### src/hw/rtl/sll_pkg.sv
// Package: shared types and constants for the sorted list engine.
`timescale 1ns / 1ps
package sll_pkg;
  localparam int CAPACITY_DEF    = 16;
  localparam int VALUE_WIDTH_DEF = 32;

  localparam logic [1:0] OP_INSERT = 2'd0;
  localparam logic [1:0] OP_REMOVE = 2'd1;
  localparam logic [1:0] OP_READ   = 2'd2;
  localparam logic [1:0] OP_FIND   = 2'd3;

  localparam logic [1:0] ST_OK       = 2'd0;
  localparam logic [1:0] ST_BAD_POS  = 2'd1;
  localparam logic [1:0] ST_FULL     = 2'd2;
  localparam logic [1:0] ST_NOTFOUND = 2'd3;

  typedef struct packed {
    logic [1:0]         opcode;
    logic signed [31:0] data_value;
    logic [3:0]         position;
  } sll_in_t;

  typedef struct packed {
    logic [1:0]         status;
    logic signed [31:0] result_value;
    logic [3:0]         found_position;
    logic [4:0]         entry_count;
  } sll_out_t;
endpackage

### src/hw/rtl/sll_ram.sv
// Generic single-port-write, single-port-read RAM with registered read.
`timescale 1ns / 1ps
module sll_ram #(
  parameter int WIDTH = 8,
  parameter int DEPTH = 16
) (
  input  logic                     clk,
  input  logic                     we,
  input  logic [$clog2(DEPTH)-1:0] waddr,
  input  logic [WIDTH-1:0]         wdata,
  input  logic [$clog2(DEPTH)-1:0] raddr,
  output logic [WIDTH-1:0]         rdata
);
  logic [WIDTH-1:0] mem [DEPTH];

  always_ff @(posedge clk) begin
    if (we) begin
      mem[waddr] <= wdata;
    end
    rdata <= mem[raddr];
  end
endmodule

### src/hw/rtl/sorted_linked_list_engine.sv
// Top level: sorted list engine over linked node memories.
`timescale 1ns / 1ps
// Sorted list engine. Holds up to CAPACITY signed values as a doubly linked
// list in three node RAMs (value, next link, prev link) plus a free chain.
// One item at a time: insert, remove at position, read at position, find.
// Each item walks the list one node at a time: S_RD issues the RAM read of
// the node and S_RW decides on the registered read data. Remove and read
// walk to the position, insert walks to its slot, find walks to the match.
// After reset a clearing pass builds the free chain in the link RAMs; no
// item is accepted during it (config writes are taken). Results sit in an
// output register, so the next item is taken while the last result waits;
// that item only holds in its final cycle until the waiting result has gone.
module sorted_linked_list_engine #(
  parameter int CAPACITY    = sll_pkg::CAPACITY_DEF,
  parameter int VALUE_WIDTH = sll_pkg::VALUE_WIDTH_DEF
) (
  input  logic              clk,
  input  logic              rst_n,
  input  logic              in_valid,
  output logic              in_ready,
  input  sll_pkg::sll_in_t  in_data,
  output logic              out_valid,
  input  logic              out_ready,
  output sll_pkg::sll_out_t out_data,
  input  logic              cfg_valid,
  output logic              cfg_ready,
  input  logic              cfg_data
);
  import sll_pkg::*;

  localparam int AW = $clog2(CAPACITY);
  localparam int LW = $clog2(CAPACITY + 1);
  localparam logic [LW-1:0] NIL = LW'(CAPACITY);

  localparam logic [3:0] S_CLEAR = 4'd0;
  localparam logic [3:0] S_IDLE  = 4'd1;
  localparam logic [3:0] S_FREE  = 4'd2;  // read next of free head
  localparam logic [3:0] S_FREEW = 4'd3;
  localparam logic [3:0] S_RD    = 4'd4;  // issue read of node k
  localparam logic [3:0] S_RW    = 4'd5;  // read data valid, decide
  localparam logic [3:0] S_U1    = 4'd6;
  localparam logic [3:0] S_U2    = 4'd7;
  localparam logic [3:0] S_U3    = 4'd8;
  localparam logic [3:0] S_DONE  = 4'd9;

  logic [3:0]             state_r, state_nxt;
  logic                   order_r;
  sll_in_t                item_r;
  logic [VALUE_WIDTH-1:0] v_r;
  logic [LW-1:0]          head_r, head_nxt, free_r, free_nxt;
  logic [LW-1:0]          cnt_r, cnt_nxt;
  logic [LW-1:0]          k_r, k_nxt, bef_r, bef_nxt, n_r, n_nxt;
  logic [LW-1:0]          p_r, p_nxt, q_r, q_nxt;
  logic [LW-1:0]          pos_r, pos_nxt;
  logic [VALUE_WIDTH-1:0] res_r, res_nxt;
  logic [1:0]             stat_r, stat_nxt;
  logic [LW-1:0]          fpos_r, fpos_nxt;
  logic [AW-1:0]          clr_r;
  logic                   ov_r;
  sll_out_t               out_r, out_nxt;
  logic                   done_go;  // result moves into the output register

  // RAM ports
  logic                   v_we, n_we, p_we;
  logic [AW-1:0]          v_wa, n_wa, p_wa, rd_a;
  logic [VALUE_WIDTH-1:0] v_wd, v_rd;
  logic [LW-1:0]          n_wd, p_wd, n_rd, p_rd;

  sll_ram #(.WIDTH(VALUE_WIDTH), .DEPTH(CAPACITY)) u_val (
    .clk, .we(v_we), .waddr(v_wa), .wdata(v_wd), .raddr(rd_a), .rdata(v_rd));
  sll_ram #(.WIDTH(LW), .DEPTH(CAPACITY)) u_next (
    .clk, .we(n_we), .waddr(n_wa), .wdata(n_wd), .raddr(rd_a), .rdata(n_rd));
  sll_ram #(.WIDTH(LW), .DEPTH(CAPACITY)) u_prev (
    .clk, .we(p_we), .waddr(p_wa), .wdata(p_wd), .raddr(rd_a), .rdata(p_rd));

  assign in_ready  = (state_r == S_IDLE);
  assign cfg_ready = 1'b1;
  assign out_valid = ov_r;
  assign out_data  = out_r;
  assign done_go   = (state_r == S_DONE) && (!ov_r || out_ready);

  always_comb begin
    out_nxt                = '0;
    out_nxt.status         = stat_r;
    out_nxt.result_value   = 32'(res_r);
    out_nxt.found_position = 4'(fpos_r);
    out_nxt.entry_count    = 5'(cnt_r);
  end

  // insert ordering: new value goes before stored value
  logic goes_before;
  assign goes_before = order_r ? ($signed(v_r) >= $signed(v_rd))
                               : ($signed(v_r) <= $signed(v_rd));

  always_comb begin
    state_nxt = state_r;
    head_nxt = head_r; free_nxt = free_r; cnt_nxt = cnt_r;
    k_nxt = k_r; bef_nxt = bef_r; n_nxt = n_r; p_nxt = p_r; q_nxt = q_r;
    pos_nxt = pos_r; res_nxt = res_r; stat_nxt = stat_r; fpos_nxt = fpos_r;
    v_we = 1'b0; n_we = 1'b0; p_we = 1'b0;
    v_wa = AW'(n_r); n_wa = clr_r; p_wa = clr_r;
    v_wd = v_r; n_wd = '0; p_wd = NIL;
    rd_a = AW'(k_r);
    unique case (state_r)
      S_CLEAR: begin
        n_we = 1'b1; p_we = 1'b1;
        n_wd = LW'(clr_r) + LW'(1);
        if (clr_r == AW'(CAPACITY - 1)) state_nxt = S_IDLE;
      end
      S_IDLE: begin
        if (in_valid && in_ready) begin
          res_nxt = '0; stat_nxt = ST_OK; fpos_nxt = '0;
          k_nxt = head_r; bef_nxt = NIL; pos_nxt = '0;
          unique case (in_data.opcode)
            OP_INSERT: begin
              if (free_r == NIL) begin
                stat_nxt = ST_FULL; state_nxt = S_DONE;
              end else begin
                n_nxt = free_r; state_nxt = S_FREE;
              end
            end
            OP_REMOVE, OP_READ: begin
              if (LW'(in_data.position) >= cnt_r) begin
                stat_nxt = ST_BAD_POS; state_nxt = S_DONE;
              end else begin
                state_nxt = S_RD;
              end
            end
            default: state_nxt = S_RD;
          endcase
        end
      end
      S_FREE: begin
        rd_a = AW'(n_r);
        state_nxt = S_FREEW;
      end
      S_FREEW: begin
        free_nxt = n_rd;
        v_we = 1'b1;
        state_nxt = S_RD;
      end
      S_RD: begin
        if (k_r == NIL) begin
          if (item_r.opcode == OP_FIND) begin
            stat_nxt = ST_NOTFOUND; state_nxt = S_DONE;
          end else begin
            state_nxt = S_U1;
          end
        end else begin
          state_nxt = S_RW;
        end
      end
      S_RW: begin
        state_nxt = S_RD;
        unique case (item_r.opcode)
          OP_INSERT: begin
            if (goes_before) begin
              state_nxt = S_U1;
            end else begin
              bef_nxt = k_r; k_nxt = n_rd;
            end
          end
          OP_FIND: begin
            if (v_rd == v_r) begin
              fpos_nxt = pos_r; state_nxt = S_DONE;
            end else begin
              k_nxt = n_rd; pos_nxt = pos_r + LW'(1);
            end
          end
          default: begin
            if (pos_r == LW'(item_r.position)) begin
              res_nxt = v_rd; p_nxt = p_rd; q_nxt = n_rd;
              state_nxt = (item_r.opcode == OP_REMOVE) ? S_U1 : S_DONE;
            end else begin
              k_nxt = n_rd; pos_nxt = pos_r + LW'(1);
            end
          end
        endcase
      end
      S_U1: begin
        if (item_r.opcode == OP_INSERT) begin
          n_we = 1'b1; n_wa = AW'(n_r); n_wd = k_r;
          p_we = 1'b1; p_wa = AW'(n_r); p_wd = bef_r;
        end else begin
          n_we = 1'b1; n_wa = AW'(k_r); n_wd = free_r;
          p_we = 1'b1; p_wa = AW'(k_r); p_wd = NIL;
        end
        state_nxt = S_U2;
      end
      S_U2: begin
        if (item_r.opcode == OP_INSERT) begin
          if (bef_r != NIL) begin
            n_we = 1'b1; n_wa = AW'(bef_r); n_wd = n_r;
          end else begin
            head_nxt = n_r;
          end
          if (k_r != NIL) begin
            p_we = 1'b1; p_wa = AW'(k_r); p_wd = n_r;
          end
          cnt_nxt = cnt_r + LW'(1);
          state_nxt = S_DONE;
        end else begin
          if (p_r != NIL) begin
            n_we = 1'b1; n_wa = AW'(p_r); n_wd = q_r;
          end else begin
            head_nxt = q_r;
          end
          if (q_r != NIL) begin
            p_we = 1'b1; p_wa = AW'(q_r); p_wd = p_r;
          end
          state_nxt = S_U3;
        end
      end
      S_U3: begin
        free_nxt = k_r;
        cnt_nxt = cnt_r - LW'(1);
        state_nxt = S_DONE;
      end
      // hold here while the previous result still waits
      S_DONE: begin
        if (done_go) state_nxt = S_IDLE;
      end
      default: state_nxt = S_IDLE;
    endcase
  end

  always_ff @(posedge clk) begin
    if (!rst_n) begin
      state_r <= S_CLEAR;
      clr_r   <= '0;
      order_r <= 1'b0;
      head_r  <= NIL;
      free_r  <= '0;
      cnt_r   <= '0;
      ov_r    <= 1'b0;
    end else begin
      state_r <= state_nxt;
      head_r  <= head_nxt;
      free_r  <= free_nxt;
      cnt_r   <= cnt_nxt;
      if (state_r == S_CLEAR) clr_r <= clr_r + AW'(1);
      if (cfg_valid && cfg_ready) order_r <= cfg_data;
      if (done_go) ov_r <= 1'b1;
      else if (out_ready) ov_r <= 1'b0;
    end
  end

  always_ff @(posedge clk) begin
    if (in_valid && in_ready) begin
      item_r <= in_data;
      v_r    <= VALUE_WIDTH'($signed(in_data.data_value));
    end
    if (done_go) out_r <= out_nxt;
    k_r <= k_nxt; bef_r <= bef_nxt; n_r <= n_nxt; p_r <= p_nxt; q_r <= q_nxt;
    pos_r <= pos_nxt; res_r <= res_nxt; stat_r <= stat_nxt; fpos_r <= fpos_nxt;
  end

  a_cnt_range: assert property (@(posedge clk) disable iff (!rst_n)
    cnt_r <= NIL) else $error("count above capacity");
  a_full_free: assert property (@(posedge clk) disable iff (!rst_n)
    (state_r == S_IDLE && cnt_r == NIL) |-> free_r == NIL)
    else $error("full list with free node");
  a_empty_head: assert property (@(posedge clk) disable iff (!rst_n)
    (state_r == S_IDLE && cnt_r == '0) |-> head_r == NIL)
    else $error("empty list with head");
  a_out_hold: assert property (@(posedge clk) disable iff (!rst_n)
    (out_valid && !out_ready) |=> (out_valid && $stable(out_data)))
    else $error("waiting result changed");
endmodule
### config.mk
export PLATFORM = sky130hd
export DESIGN_NAME = sorted_linked_list_engine
export DESIGN_NICKNAME = d
export VERILOG_FILES = /design/src/hw/rtl/sll_pkg.sv /design/src/hw/rtl/sll_ram.sv /design/src/hw/rtl/sorted_linked_list_engine.sv
export SDC_FILE = /design/constraint.sdc
export NUM_CORES = 1
export LEC_CHECK = 0
export ABC_AREA = 1
export BUFFER_PORTS_ARGS = -buffer_cell sky130_fd_sc_hd__buf_2
export CORE_AREA = 3 3 281 283
export DETAILED_ROUTE_END_ITERATION = 16
export DIE_AREA = 0 0 284 286
export PLACE_DENSITY = 0.72
export SLEW_MARGIN = 20
export SYNTH_ARGS = -nofsm -noshare
export SYNTH_HDL_FRONTEND = slang
export SYNTH_SLANG_ARGS = --single-unit
export TNS_END_PERCENT = 50
### constraint.sdc
create_clock -name clk -period 4.7 [get_ports clk]
set_input_delay 0.94 -clock clk [delete_from_list [all_inputs] [get_ports clk]]
set_output_delay 0.94 -clock clk [all_outputs]
set_load 0.1 [all_outputs]
## Yosys cells after proc, flatten, opt, wreduce, memory -nomap -nowiden

Memories as Yosys holds them, arrays and structs flattened. A register that Yosys moved wholly into a read port is not among the register bits.
Cells that the tools add are included.

- Mux-type cells: 88
- Divide/modulo/power cells: 0
- Shifts and indexed selects: 0
- Reductions and logical operators: 26
- Multipliers: 0
- Eq/ne operators: 41
- $add $sub $neg: 5
- Bitwise gates (word level): 2
- Magnitude comparators: 3

Operator list:

| kind | count |
|---|---|
| two-way mux 5 bit | 22 |
| two-way mux 32 bit | 3 |
| two-way mux 4 bit | 20 |
| one-hot mux 5 bit (2 select lines) | 8 |
| one-hot mux 32 bit (2 select lines) | 1 |
| one-hot mux 4 bit (10 select lines) | 1 |
| one-hot mux 4 bit (2 select lines) | 5 |
| == test 32 bit | 1 |
| greater-or-equal comparator 32 bit | 1 |
| less-or-equal comparator 32 bit | 1 |
| != test 2 bit, second input constant | 14 |
| != test 5 bit, second input constant | 4 |
| AND reduction 4 bit | 5 |
| two-way mux 1 bit | 18 |
| == test 4 x 3 -> 1 bit, second input constant | 4 |
| one-hot mux 5 bit (3 select lines) | 1 |
| == test 4 bit, second input constant | 3 |
| adder 5 x 1 -> 5 bit, second input constant | 2 |
| == test 5 bit, second input constant | 2 |
| two-way mux 2 bit | 5 |
| AND reduction 5 bit | 2 |
| nonzero test 2 bit | 5 |
| != test 3 bit, second input constant | 3 |
| AND reduction 3 bit | 3 |
| other kinds (21) | 31 |

- Output and inout port bits: 46
- Latch bits: 0
- Register bits after elaboration: 174
- Memory bits (writable): 672
- Input bits: 44
- Word-level logic and storage cells: 191
- Memories: 3
- ROM bits: 0

Memories:

| name | words | width | read ports | clocked after Yosys merged registers in | write ports | line | source |
|---|---|---|---|---|---|---|---|
| u_val.mem | 16 | 32 | 1 | 1 | 1 | sll_ram.sv:14 | `logic [WIDTH-1:0] mem [DEPTH];` |
| u_next.mem | 16 | 5 | 1 | 1 | 1 | sll_ram.sv:14 |  |
| u_prev.mem | 16 | 5 | 1 | 1 | 1 | sll_ram.sv:14 |  |

## Depth between registers and ports, before layout

Gate-level depths: netlist of run 1.

- Depth after elaboration: 6
- Mapped depth: 20
- Mapped depth without buffers: 20

## By module

A second synthesis of run 1 with hierarchy kept.

- Cells, all modules: 3612
- Area, all modules: 38389.3 sq um

By module, submodules not included:

| module | times used | seq. area each (sq um) | cells an instance | area an instance (sq um) |
|---|---|---|---|---|
| sll_ram at u_val | 1 | 16015.4 | 2120 | 22730.6 |
| sorted_linked_list_engine | 1 | 4974.8 | 782 | 8191.6 |
| sll_ram at u_next ... | 2 | 2502.4 | 355 | 3733.6 |

## Worst setup path after synthesis of run 1

Ideal clock, no wire load.

- Path type: input to register
- Start: input in_valid
- End: register res_r[0] (enable)
- Slack: 0.999 ns
- Setup time: 0.375 ns
- Stages on the path: 3
- Arrival: 3.326 ns
- Path buffers: 0
- Required time: 4.325 ns
- Cells stage by stage: inv_1 > nor2_1 > or2_2

- Longest elaborated chain between the ends: 3

RTL lines:

| what | line | source |
|---|---|---|
| start, declared | sorted_linked_list_engine.sv:19 | `input logic in_valid,` |
| logical AND 1 bit | sorted_linked_list_engine.sv:111 | `if (in_valid && in_ready) begin` |
| != test 2 x 1 -> 1 bit (no line) | -- |  |
| AND reduction 4 bit (no line) | -- |  |
| end signal, assigned | sorted_linked_list_engine.sv:255 | `pos_r <= pos_nxt; res_r <= res_nxt; stat_r <= stat_nxt; fpos_r <= fpos_nxt;` |
| end, declared | sorted_linked_list_engine.sv:55 | `logic [VALUE_WIDTH-1:0] res_r, res_nxt;` |

Every way passes these cells.
A chain may end at the register's enable or synchronous reset.

## Worst setup path in the final report of run 1

- Start: register v_r[13]
- End: register bef_r[0] (enable)

- Longest elaborated chain between the ends: 4
- Elaborated cells between the ends (all ways): 5
- Classes of those cells: order compare: 2; eq/ne: 1; mux: 1; reduce/logical: 1

RTL lines:

| what | line | source |
|---|---|---|
| start, declared | sorted_linked_list_engine.sv:49 | `logic [VALUE_WIDTH-1:0] v_r;` |
| start signal, assigned | sorted_linked_list_engine.sv:251 | `v_r <= VALUE_WIDTH'($signed(in_data.data_value));` |
| less-or-equal comparator 32 bit / greater-or-equal comparator 32 bit (equally long branches) | sorted_linked_list_engine.sv:93, sorted_linked_list_engine.sv:92 |  |
| two-way mux 1 bit * | sorted_linked_list_engine.sv:92 | `assign goes_before = order_r ? ($signed(v_r) >= $signed(v_rd))` |
| != test 2 bit (no line) * | -- |  |
| AND reduction 4 bit (no line) * | -- |  |
| end signal, assigned | sorted_linked_list_engine.sv:254 | `k_r <= k_nxt; bef_r <= bef_nxt; n_r <= n_nxt; p_r <= p_nxt; q_r <= q_nxt;` |
| end, declared | sorted_linked_list_engine.sv:52 | `logic [LW-1:0] k_r, k_nxt, bef_r, bef_nxt, n_r, n_nxt;` |

Mark *: on every way between the ends. The rest lies on a longest branch, timed or not.

==> metrics, run 1 <==
outcome=finished clean; Post-synth EDFFs=821; reg2reg setup slack=1.17 ns; final wirelength=89.8 mm; setup TNS=0 ns; Final Hold Viols=0; initial antenna violation count=7; pwr/cell area=388 nW/µm²; Die ar.=81200 µm²; GRT Total Usage=21.6%; cell with the most instances after synthesis=edfxtp_1; worst reg-to-reg path cell count=10; clk_skew=0.0270 ns; Avg Inst Size Synth=13.0 µm²; Num CTS Buffers=81; Final ANT Viol Nets=0; DRT iter0 DRCs=2909; DRT Pass-1 Iters=6; highest ir drop seen on vdd=0.244 mV; CP max stage delay=0.77 ns; Least-Margin Pin Slew=1.08 ns; most frequent CP cell=nand2_1; Die Y=286 µm; Clock Sinks=888; PostCTS Resize Cnt=0; routability cong.=0.923; pin count of the biggest net entering global routing=206; max_cap viols=0; CP required=4.94 ns; area leader, netlist=edfxtp_1; hold buffers post-CTS=0; Reg-to-Reg End=bef_r[0]; slowest CP cell=edfxtp_1; cell area after synthesis=35200 µm²; final setup fails=0; CP startpoint kind=flip-flop; top cells by area, synth=edfxtp_1, nor2_1, o21ai_0; most instantiated cells after synthesis=edfxtp_1, nor2_1, o21ai_0, nand2_1, o221ai_1; Clk Latency, worst-skew pair=0.63 ns; Detail Placement HPWL=50.2 mm; Hold Path Sink=out_data[33]; DRC=0; Hold WC Path Type=flip-flop to flip-flop; Port Buffers=88; clk buf depth=3; grt total ovfl=0; nets=2867; Yosys top cell area share=70.0%; Clock Tree Root=clkbuf_16; Ys Warns=0; IO Count=90; Hold Path Cell Cnt=0; CP Class=flip-flop to flip-flop; clk slew on worst S/H paths=0.06 ns; post-synthesis async set-or-reset flop share=0%; Area Growth Syn to Fin=12.5%; largest fanout on the critical path=17; vias in the first global route=22283; cell family with most CP delay=compound AO/OA/AOI/OAI gates; sequential-to-total area share from yosys stat=73.8%; CTS tree=built; Placeable Area=77000 µm²; crit path cell chain=ha_1, a21oi_1, o21ai_0, a21oi_1, nand2_1, nand2_1, nand3_1, nand2_1, nand2_1, o31ai_1; crit path capture type=flip-flop; Post-Syn Instances=2702; filler cell count=6245; WHS=0.406 ns; Final period util=75.2%; Max Clk Rate=0.283 GHz; Hold Startpoint=res_r[24]; leak pwr=13.5 nW; # diodes=0; CP Buf/Inv Count=0; Die W=284 µm; share of cells above drive strength 1=11.0%; Post-synth top flop=edfxtp_1; # rows=102; Initial Utilization=45.7%; Post-CTS Setup Bufs=0; Slew HR=27.5%; RR Startpoint=v_r[13]; min cycle time layout=3.53 ns; Synth Net Count=2793; Slew Viols, Final=0; Yosys reg bits=888; drt via density=5.87; first-pass GRT wire length=134 mm; DR WL/cell=23.1 µm; vias post-DR=22805; RSZ-0062 raised after global routing=no; post-synth cell types=50; WP data arrival=3.78 ns; H-tree Lvls=3
-- worst reg2reg max path: cells and delay by family, from the launching register on --
| family | cells | cell delay (ns) |
|---|---|---|
| adders and majority gates | 1 | 0.38 |
| DFF | 1 | 0.77 |
| and+or+nand+nor | 5 | 0.61 |
| AOI/OAI and AO/OA | 4 | 1.41 |
-- through the flow --
stage               power, mW  instances  util, %  area, µm²  setup slack [ns]
CTS                      15.4       3881     51.4      39600              1.31
global route             15.8       3882     51.5      39600              1.06
finish                   15.4       3882     51.5      39600              1.17
detailed placement       8.88       3732     47.9      36900              1.35
floorplan                8.81       2702        -      35200             0.999
global placement         8.88       3731     47.9      36900             0.375
-- how the worst max path moves through the flow --
stage / depth (start not counted) / start / endpoint
floorplan: 3 / in_valid / res_r[0]
global placement: 11 / v_r[31] / bef_r[2]
detailed placement: 9 / v_r[31] / bef_r[0]
CTS: 9 / v_r[31] / bef_r[0]
global route: 10 / v_r[13] / bef_r[0]
finish: 10 / v_r[13] / bef_r[0]
-- per-layer routing --
| layer | GRT usage [%] | vias up | part of all wire, % |
|---|---|---|---|
| met5 | 0 | - | 0.014 |
| met4 | 8.17 | 2 | 3.2 |
| met3 | 3.77 | 175 | 10 |
| met2 | 35.1 | 1309 | 47 |
| met1 | 29.3 | 11197 | 40 |
| li1 | - | 10122 | - |
-- cells by family (layout without fill, tap and decap cells) --
logic type | after synthesis | after routing | share of synthesized area (%)
simple gates | 782 | 782 | 8.88
fa+ha+maj | 47 | 47 | 1.69
flops | 888 | 888 | 73.8
xor+xnor | 4 | 4 | 0.0995
buf+inv | 287 | 427 | 3.42
compound gates | 693 | 693 | 12.1
other cells | 1 | 1 | 0.0107
-- where the power goes --
| part | internal, mW | switching (mW) |
|---|---|---|
| logic | 0.0358 | 0.0999 |
| clock network | 3.83 | 2.82 |
| registers | 8.56 | 0.0122 |
| total | 12.4 | 2.93 |
-- area by class of cell --
| type | instances | area (µm²) | area share, % |
|---|---|---|---|
| inverters | 136 | 527 | 1.33 |
| well taps | 1040 | 1300 | 3.29 |
| clock inverters | 41 | 422 | 1.06 |
| repair buffers | 142 | 928 | 2.34 |
| clock buffers | 108 | 2260 | 5.71 |
| multi-input cells | 1527 | 8180 | 20.6 |
| flip-flops and latches | 888 | 26000 | 65.6 |
-- state kept, by name, indices dropped and copies added (netlist names), 5 cells and up --
name,count
k_r,5
q_r,5
bef_r,5
n_r,5
p_r,5
u_next.mem,80
out_data,43
cnt_r,5
u_next.rdata,5
head_r,5
v_r,32
res_r,32
u_val.mem,512
pos_r,5
u_val.rdata,32
item_r,6
u_prev.rdata,5
u_prev.mem,80
free_r,5
-- placed cells by master, fill, tap and decap left out, types with 7 or more instances in the layout --
master,instances
nor2_4,19
edfxtp_1,821
nor3_1,17
nand4_1,8
o21ai_0,353
a21oi_1,54
buf_4,48
bufinv_16,8
clkbuf_1,17
o221ai_1,127
nor2_1,458
o211ai_1,50
buf_2,88
clkbuf_8,7
nand3_1,65
ha_1,46
o21ai_1,31
inv_1,126
dfxtp_1,67
nand2_1,198
o22ai_1,48
clkinv_1,14
clkinv_2,14
clkbuf_16,84
Note: power is estimated with default switching activity, not from simulation.
==> run 2, diff against run 1 <==
--- a/config.mk
+++ b/config.mk
@@ -5,11 +5,11 @@
 export SDC_FILE = /design/constraint.sdc
 export NUM_CORES = 1
 export LEC_CHECK = 0
-export ABC_AREA = 1
+export ABC_AREA = 0
 export BUFFER_PORTS_ARGS = -buffer_cell sky130_fd_sc_hd__buf_2
-export CORE_AREA = 3 3 281 283
+export CORE_AREA = 3 3 282 284
 export DETAILED_ROUTE_END_ITERATION = 16
-export DIE_AREA = 0 0 284 286
+export DIE_AREA = 0 0 285 287
 export PLACE_DENSITY = 0.72
 export SLEW_MARGIN = 20
 export SYNTH_ARGS = -nofsm -noshare
==> constraint.sdc (replaced) <==
create_clock -name clk -period 3.39 [get_ports clk]
set_input_delay 0.678 -clock clk [delete_from_list [all_inputs] [get_ports clk]]
set_output_delay 0.678 -clock clk [all_outputs]
set_load 0.1 [all_outputs]
==> run 2 against run 1 <==
Against the previous run: final cell count fell by 10%; first-iteration DRC count is 27% lower; register-to-register slack worse by 0.88 ns; sequential power grew 39%; sequential share of layout area is 2.6 points lower; hold slack worse by 0.21 ns; synthesized cell count fell by 19%; area after synthesis up 0.53%; global-route usage down 0.95 points; utilization grew 1.9 points; critical path type unchanged; highest routed layer unchanged.
==> metrics, run 2 <==
first-pass GRT wire length=127 mm; outcome=finished clean; cell with the most instances after synthesis=edfxtp_1; Die Y=287 µm; Area Growth Syn to Fin=16.6%; top cells by area, synth=edfxtp_1, mux4_2, dfxtp_1; Num CTS Buffers=89; GRT Total Usage=20.6%; RSZ-0062 raised after global routing=no; final wirelength=84.6 mm; Max Clk Rate=0.322 GHz; nets=2472; DRC=0; Final Util=53.4%; P_sw=4.25 mW; Synth Net Count=2277; Hold WC Path Type=input pin to flip-flop; grt total ovfl=0; clk slew on worst S/H paths=0.06 ns; sequential-to-total area share from yosys stat=73.5%; CTS tree=built; largest reg by FF count=u_val.mem; Power Internal=17.7 mW; pin count of the biggest net entering global routing=54; Slew Viols, Final=0; share of cells above drive strength 1=20.7%; Detail Placement HPWL=51.5 mm; max_cap viols=0; CP required=3.75 ns; drt via density=5.76; Yosys top cell area share=69.7%; Post-synth top flop=edfxtp_1; CP Class=flip-flop to flip-flop; H-tree Lvls=3; Final Hold Viols=0; Post-Syn Instances=2186; filler cell count=6098; Placeable Area=77300 µm²; Reg power frac=54.2%; largest fanout on the critical path=17; highest ir drop seen on vdd=0.456 mV; DRT Pass-1 Iters=5; Slew HR=48.5%; vias post-DR=20131; crit path capture type=flip-flop; vias in the first global route=20429; Net Sw Frac=19.4%; CP startpoint kind=flip-flop; Ys Warns=0; min cycle time layout=3.10 ns; max reg flops=512; clock share of power=44.9%; commonest non-fill, non-tap cell in the layout=edfxtp_1; PostCTS Resize Cnt=0; Final ANT Viol Nets=0; area leader, netlist=edfxtp_1; Final period util=91.5%; Die W=285 µm; largest registers=u_val.mem: 512 flops, u_next.mem: 80 flops, u_prev.mem: 80 flops; Initial Utilization=45.8%; Clock Tree Root=clkbuf_16; initial antenna violation count=2; most frequent cells in the layout=edfxtp_1, nand2_1, mux4_2, buf_4, clkbuf_16; # rows=102; Register Area=26000 µm²; hold buffers post-CTS=0; total power=21.9 mW; DRT iter0 DRCs=2138; multi-input combinational cell area=8870 µm²; fin cells=3492; Clk Latency, worst-skew pair=0.66 ns; most instantiated cells after synthesis=edfxtp_1, nand2_1, mux4_2, and2_1, clkbuf_1; Die ar.=81800 µm²; placed insts=3330; post-synth cell types=72; DR WL/cell=24.2 µm; setup TNS=0 ns; clk_skew=0.0225 ns; Clock Sinks=888; final setup fails=0; Post-CTS Setup Bufs=0; clk buf depth=3; WP data arrival=3.46 ns; Least-Margin Pin Slew=0.772 ns; Avg Inst Size Synth=16.2 µm²; Port Buffers=88; cell area after synthesis=35400 µm²; pwr/cell area=531 nW/µm²; combinational power share=0.9%; Post-synth EDFFs=821; leak pwr=14.1 nW; Yosys reg bits=888; IO Count=90; routability cong.=0.985; post-synthesis async set-or-reset flop share=0%
run 2: cell count changes after synthesis, sizes merged, moves of 42 or more:
| cell | before | now |
|---|---|---|
| nor2 | 480 | 84 |
| o21ai | 389 | 27 |
| o221ai | 127 | 4 |
| mux4 | 0 | 112 |
| and2 | 1 | 89 |
| nand2 | 201 | 286 |
| inv | 134 | 56 |
| a211oi | 4 | 73 |
| a31oi | 0 | 48 |
| o22ai | 48 | 6 |
run 2: worst paths after layout:
check,endpoint,depth (start not counted),startpoint,slack [ns]
setup / recovery,bef_r[4],9,v_r[30],0.29
hold / removal,v_r[21],1,in_data[25],0.19
setup reg to reg,bef_r[4],9,v_r[30],0.29
hold reg to reg,p_r[4],0,u_prev.rdata[4],0.41
run 2: power by group through the flow:
stage                     Combinational [mW]  Clock (mW)  Sequential, mW
final                                  0.202        9.84            11.9
after detailed placement               0.202           0            12.1
after CTS                              0.203        10.0            11.9
after floorplan                        0.105           0            12.1
after global placement                 0.197           0            12.1
after global routing                   0.218        10.5            11.9
run 2: per-layer routing:
metal / share of wire, % / track usage [%] / vias to the layer above / routed length [µm]
li1: - / - / 8863 / -
met1: 42 / 28.7 / 10265 / 35100
met2: 49 / 33.7 / 848 / 41100
met3: 7.3 / 3.51 / 153 / 6150
met4: 2.6 / 6.42 / 2 / 2200
met5: 0.024 / 0 / - / 20
run 2: kinds of logic (layout without fill, tap and decap cells):
| logic type | count (synthesis) | count (layout) | share of synthesized area, % |
|---|---|---|---|
| buffers and inverters | 179 | 444 | 2.10 |
| XOR/XNOR | 17 | 17 | 0.421 |
| AO/OA/AOI/OAI | 313 | 313 | 6.46 |
| adder cells (fa/ha/maj) | 47 | 47 | 1.68 |
| AND/OR/NAND/NOR | 608 | 608 | 8.14 |
| flip-flops | 888 | 888 | 73.5 |
| multiplexers | 133 | 133 | 7.74 |
| other | 1 | 2 | 0.0106 |
run 2: critical path, stage by stage, from the launching register on:
cell,delay (ns)
edfxtp_1,0.65
ha_1,0.44
nand4_1,0.23
nor4bb_1,0.40
buf_4,0.21
o31a_1,0.14
o211ai_1,0.11
buf_4,0.18
o31ai_1,0.25
buf_4,0.19
run 2: layout make-up:
type	instances	area share [%]
clock inverter	49	1.46
tap	1040	3.15
timing repair buffer	227	4.69
sequential	888	63.0
clock buffer	112	5.70
multi-input combinational	1119	21.5
inverter	56	0.518
antenna	1	0.00606
run 2: stage by stage:
stage               hold slack, ns  area (µm²)  worst slack, ns
finish                       0.194       41300            0.289
global route                 0.162       41300           0.0368
CTS                          0.154       41300            0.229
detailed placement           0.390       38300            0.289
global placement             0.396       38300            0.392
floorplan                    0.386       35400           -0.263
